[src/etq_pkg.sv]
package etq_pkg;

  // Default build values
  localparam int DEF_SINE_TABLE_DEPTH     = 1024;
  localparam int DEF_OUTPUT_FRACTION_BITS = 14;

  // Field widths
  localparam int ANGLE_W    = 16;
  localparam int QUAT_W     = 16;
  localparam int IN_DATA_W  = 3 * ANGLE_W;
  localparam int OUT_DATA_W = 4 * QUAT_W;

  // Internal number formats: sine/cosine and rounded pairs in signed Q30,
  // raw products in signed Q60
  localparam int TRIG_W    = 32;
  localparam int PROD_W    = 64;
  localparam int Q30_SHIFT = 30;
  localparam int Q60_SHIFT = 60;

  // Register stages from input transaction to output register:
  // six in the angle cells, two in the pair cells, four in the term cells
  localparam int PIPE_DEPTH = 12;

  typedef logic signed [TRIG_W-1:0] trig_t;
  typedef logic signed [PROD_W-1:0] prod_t;
  typedef logic signed [QUAT_W-1:0] quat_t;

  // Shift right by sh with rounding half away from zero
  function automatic prod_t round_away(input prod_t v, input int unsigned sh);
    prod_t half;
    prod_t adj;
    half = prod_t'(1) <<< (sh - 1);
    adj  = v + half - (v[PROD_W-1] ? prod_t'(1) : prod_t'(0));
    return adj >>> sh;
  endfunction

endpackage

[src/etq_pair_cell.sv]
module etq_pair_cell (
  input  logic           clk,
  input  logic           en,
  input  etq_pkg::trig_t a,
  input  etq_pkg::trig_t b,
  output etq_pkg::trig_t pair
);

  etq_pkg::prod_t prod;

  // Multiply, then round the Q60 product back to Q30
  always_ff @(posedge clk) begin
    if (en) begin
      prod <= etq_pkg::prod_t'(a) * etq_pkg::prod_t'(b);
      pair <= etq_pkg::TRIG_W'(etq_pkg::round_away(prod, etq_pkg::Q30_SHIFT));
    end
  end

endmodule

[config.mk]
export PLATFORM = sky130hd
export DESIGN_NAME = etq_pair_cell
export DESIGN_NICKNAME = d
export VERILOG_FILES = /design/src/etq_pkg.sv /design/src/etq_pair_cell.sv
export SDC_FILE = /design/constraint.sdc
export NUM_CORES = 2
export LEC_CHECK = 0
export BUFFER_PORTS_ARGS = -buffer_cell sky130_fd_sc_hd__buf_2
export CAP_MARGIN = 25
export CORE_UTILIZATION = 65
export CTS_BUF_LIST = sky130_fd_sc_hd__clkbuf_8
export CTS_CLUSTER_SIZE = 30
export DETAILED_ROUTE_END_ITERATION = 7
export PLACE_DENSITY_LB_ADDON = 0.15
export SYNTH_ARGS = -nofsm -noshare
export SYNTH_HDL_FRONTEND = slang
export SYNTH_SLANG_ARGS = --single-unit
[constraint.sdc]
create_clock -name clk -period 25.8 [get_ports clk]
set_input_delay 3.87 -clock clk [delete_from_list [all_inputs] [get_ports clk]]
set_output_delay 3.87 -clock clk [all_outputs]
set_load 0.05 [all_outputs]
# Word-level counts from Yosys, hierarchy flattened
# Index checks and enable logic that the tools add are counted.
dict set report op_classes {
  addsub 2
  mul 1
  n_mux 1
}
# cell count
set op_table {}
lappend op_table {{$mul 32x32->64} 1}
lappend op_table {{$add 62x31->62 const B} 1}
lappend op_table {{$sub 62x2->62} 1}
lappend op_table {{$mux 1} 1}
dict set report word_totals {
  register_bits 96
  in_bits 66
  out_inout_bits 32
  wordCells 6
}

# Longest topological paths before layout
dict set report depth {
  ltp_word 2
  mapped_depth 29
  depth_no_buf 28
}

# Least setup slack after synthesis
# No wires, ideal clock.
dict set report synth_timing {
  path_type {in2reg}
  start {in a[31]}
  end {reg prod[61] (data pin)}
  setup_ns 0.258
  t_arrival_ns 11.176
  required_time_ns 25.542
  path_slack_ns 14.367
  cell_stages 26
  path_buffers 2
  path_cell_list {clkbuf_1 -> nand2_1 -> inv_1 -> fa_1 -> fa_1 -> fa_1 -> inv_1 -> fa_1 -> inv_1 -> fa_1 -> fa_1 -> inv_1 -> fa_1 -> inv_1 -> fa_1 -> ha_1 -> clkbuf_1 -> a21o_1 -> a21o_1 -> a21o_1 -> a21o_1 -> a21o_1 -> a31oi_1 -> o21a_1 -> a31o_2 -> xnor2_1}
}
dict set report synth_between {
  elab_chain_len 1
}
# item line_no
set synth_lines {}
lappend synth_lines {{start, declared} etq_pair_cell.sv:4} ;# input etq_pkg::trig_t a,
lappend synth_lines {{$mul 32x32->64} etq_pair_cell.sv:14} ;# prod <= etq_pkg::prod_t'(a) * etq_pkg::prod_t'(b);
lappend synth_lines {{end signal, assigned} etq_pair_cell.sv:14}
lappend synth_lines {{end, declared} etq_pair_cell.sv:9} ;# etq_pkg::prod_t prod;
# Every way passes these cells.
# A chain may end at the register's enable or synchronous reset.

# Final worst setup path
dict set report layout_timing {
  start {in b[2]}
  end {reg prod[58] (data pin)}
}
dict set report layout_between {
  elab_chain_len 1
}
# item line_no
set layout_lines {}
lappend layout_lines {{start, declared} etq_pair_cell.sv:5} ;# input etq_pkg::trig_t b,
lappend layout_lines {{$mul 32x32->64} etq_pair_cell.sv:14}
# Every way passes these cells.

==> reports/results.md <==
## Setup path
- prod[24] — beginning of the worst register-to-register path
- 32 — maximum fanout count along the critical path
- pair[28] — r2r endpoint
- 25.92 ns — data required time of the critical path
- 6 — count of buffer and inverter cells on the critical path
- 12.06 ns — Critical Path AT
- adder cells — Worst path top cell family by delay
- 11 — depth of the worst register-to-register path
- 26 — logic depth of the worst setup path including buffers
- 0.95 ns — slowest stage delay, CP
- sky130_fd_sc_hd__fa_1 — most common cell type on the critical path
- 22.04 ns — worst-case register-to-register setup slack
- primary input — startpoint types
- flop — Setup crit end kind
- sky130_fd_sc_hd__fa_1 — Slowest cell on crit path
- primary input to flop — start-to-end type of the worst setup path

## Synthesis
- 9.574 um^2 — Mapped Avg Cell Area
- adder cells — dominant combinational cell family by area after synthesis
- 4375 — Syn Inst Count
- 14.93% — post-synthesis simple-gate area fraction
- 66 — Distinct cells, synth
- 59.00% — post-synthesis share of cell area spent on full adders, half adders and majority gates
- 5767 — Syn Nets
- 95 — post-synthesis register bit count
- sky130_fd_sc_hd__fa_1 — cell taking the most area after synthesis
- 95 — number of enable flip-flop cells after synthesis
- 0 — total of warnings raised by yosys
- 0% — share of synthesized registers carrying an async set or reset
- 6.811% — sequential area share after synthesis
- 6.004% — area fraction in compound gates after synthesis
- sky130_fd_sc_hd__fa_1, sky130_fd_sc_hd__inv_1, sky130_fd_sc_hd__and2_1 — most area-consuming cells after synthesis
- sky130_fd_sc_hd__fa_1, sky130_fd_sc_hd__inv_1, sky130_fd_sc_hd__nand2_1 — commonest cells in the netlist
- sky130_fd_sc_hd__fa_1 — dominant cell by count in the synthesized netlist
- sky130_fd_sc_hd__edfxtp_1 — most common flop cell mapped by yosys
- 51.71% — top cell type's share of synthesized area
- 0% — proportion of synthesized area in mux cells
- 2.133% — fraction of synthesized cell area in xor and xnor cells
- 41890 um^2 — summed instance area of the synthesized netlist

## Routing
- 0 — post-route ant nets
- 5.766 — via count normalized by instance count
- 29590 — via count
- 0 — DRC
- 105300 um — Detailed Route WL
- 6 — number of iterations in the first detailed-routing pass
- 20.52 um — Routed WL per cell
- 2010 — initial detailed-routing violation count

## Placement
- 0.9174 — routability congestion estimate
- 97 — count of buffers inserted at the top-level ports
- 83040 um — half-perimeter wire length after placement

## Timing
- 0.01871 ns — Fin Clk Skew
- 0 — number of failing setup endpoints in the final timing report
- 46.27% — ratio of final minimum period to clock period
- 0.9102 ns — transition time at the pin with the least slew margin
- 83.77 MHz — maximum achievable frequency
- false — RSZ-0062 raised after global routing
- 0 — Final Hold Fails
- 0 — Final Max Tran Viols
- 39.32% — worst-case headroom to the max-slew limit
- 11.94 ns — crit path time final
- 0 ns — total negative slack for setup checks

## Cells and area
- 2.378% — area added between synthesis and finish
- 5671 — Nets
- 5068 — filler instances
- 3.315% — share of cells above drive strength 1

## Min path
- pair[31] — hold path endpoint
- flop to flop — class of the tightest hold or removal check
- 2 — hold path cells
- prod[61] — worst hold path startpoint

## Global route
- 5 — number of antenna violations at the first check in global routing
- 32460 — via count of the first global-routing pass
- 59 — maximum number of pins on one net before global-route repair
- 174800 um — first-pass GRT wire length
- 0 — Congestion Overflow GR
- 34.40% — Overall Global Routing Usage

## Clock tree
- 2 — maximum buffer depth of the clock tree
- 0 — post-CTS setup buffer count
- built — TritonCTS clock tree
- 0 — number of gates given a new drive strength after cts
- 95 — TritonCTS Sinks
- 9 — CTS Buf Count
- 0.10 ns — Clock Pin Slew Worst Setup and Hold Paths
- sky130_fd_sc_hd__clkbuf_8 — CTS Root Buffer Type
- 0.39 ns — worst skew pair latency
- 0 — # hold bufs at CTS
- 3 — number of H-tree levels

## Die
- 98 — number of placed I/O pins
- 255.8 um — Die Span X
- 63430 um^2 — Core Box Area
- 66.04% — Initial Utilization
- 255.8 um — Die Ht
- 92 — Row Count
- 65460 um^2 — area of the die

## Run
- 0 — count of maximum capacitance violations

## Run status
- completed — status

## cell type report
type	count	area, um^2	area share (%)
Multi-Input combinational cell	3041	34380	80.16
Inverter	1025	3847	8.972
Clock inverter	7	55.05	0.1284
Tap cell	846	1059	2.469
Timing Repair Buffer	107	563.0	1.313
Antenna cell	2	5.005	0.01167
Sequential cell	95	2853	6.653
Clock buffer	9	123.9	0.2889
## worst max path at each step
stage / start / endpoint / slack, ns
6_report: b[2] / prod[58] / 13.86
5_1_grt: a[31] / prod[58] / 13.35
4_1_cts: b[2] / prod[58] / 13.89
3_5_place_dp: b[2] / prod[58] / 13.48
3_3_place_gp: b[2] / prod[58] / 13.65
2_1_floorplan: a[31] / prod[61] / 14.37
## routing by layer
layer / track usage, % / vias to the layer above / part of all wire [%]
met5: 0 / - / 0.012
met4: 9.897 / 2 / 3.2
met3: 6.991 / 250 / 9.6
met2: 55.81 / 1457 / 47
met1: 47.36 / 15180 / 40
li1: - / 12710 / -
## worst reg2reg max path: cells and delay by family (launching register included)
family	cells	cell delay, ns
compound gates	9	2.54
xor+xnor	1	0.17
fa+ha+maj	1	0.38
flops	1	0.41
## cell families after synthesis
| logic type | Yosys count |
|---|---|
| compound gates | 371 |
| xor+xnor | 102 |
| fa+ha+maj | 1326 |
| buf+inv | 1239 |
| flops | 95 |
| simple gates | 1242 |
## cell usage in the layout (no fill, tap or decap), types with 68 or more instances in the layout
cell,n
sky130_fd_sc_hd__xnor2_1,74
sky130_fd_sc_hd__a21oi_1,115
sky130_fd_sc_hd__nor2_1,68
sky130_fd_sc_hd__ha_1,244
sky130_fd_sc_hd__a21o_1,73
sky130_fd_sc_hd__inv_1,1025
sky130_fd_sc_hd__edfxtp_1,95
sky130_fd_sc_hd__fa_1,1082
sky130_fd_sc_hd__nand2_1,538
sky130_fd_sc_hd__and2_1,516
sky130_fd_sc_hd__buf_2,96
## state kept, by name (all words and copies together), names as in the netlist
signal	flops
prod	63
pair	32
## per-stage QoR
stage                     instance area [um^2]  instances  hold slack, ns  setup slack, ns  utilization [%]
after floorplan                          41890       4375          0.6230            14.37                -
after CTS                                42880       5130          0.7137            13.89            67.60
after global placement                   42700       5114          0.6891            13.65            67.32
after detailed placement                 42700       5114          0.6579            13.48            67.32
final                                    42880       5132          0.6925            13.86            67.61
after global routing                     42880       5132          0.7446            13.35            67.61
Power is left out: the tool's default activity adds up to more than one toggle a clock period on the data nets, which glitch-free logic cannot reach.
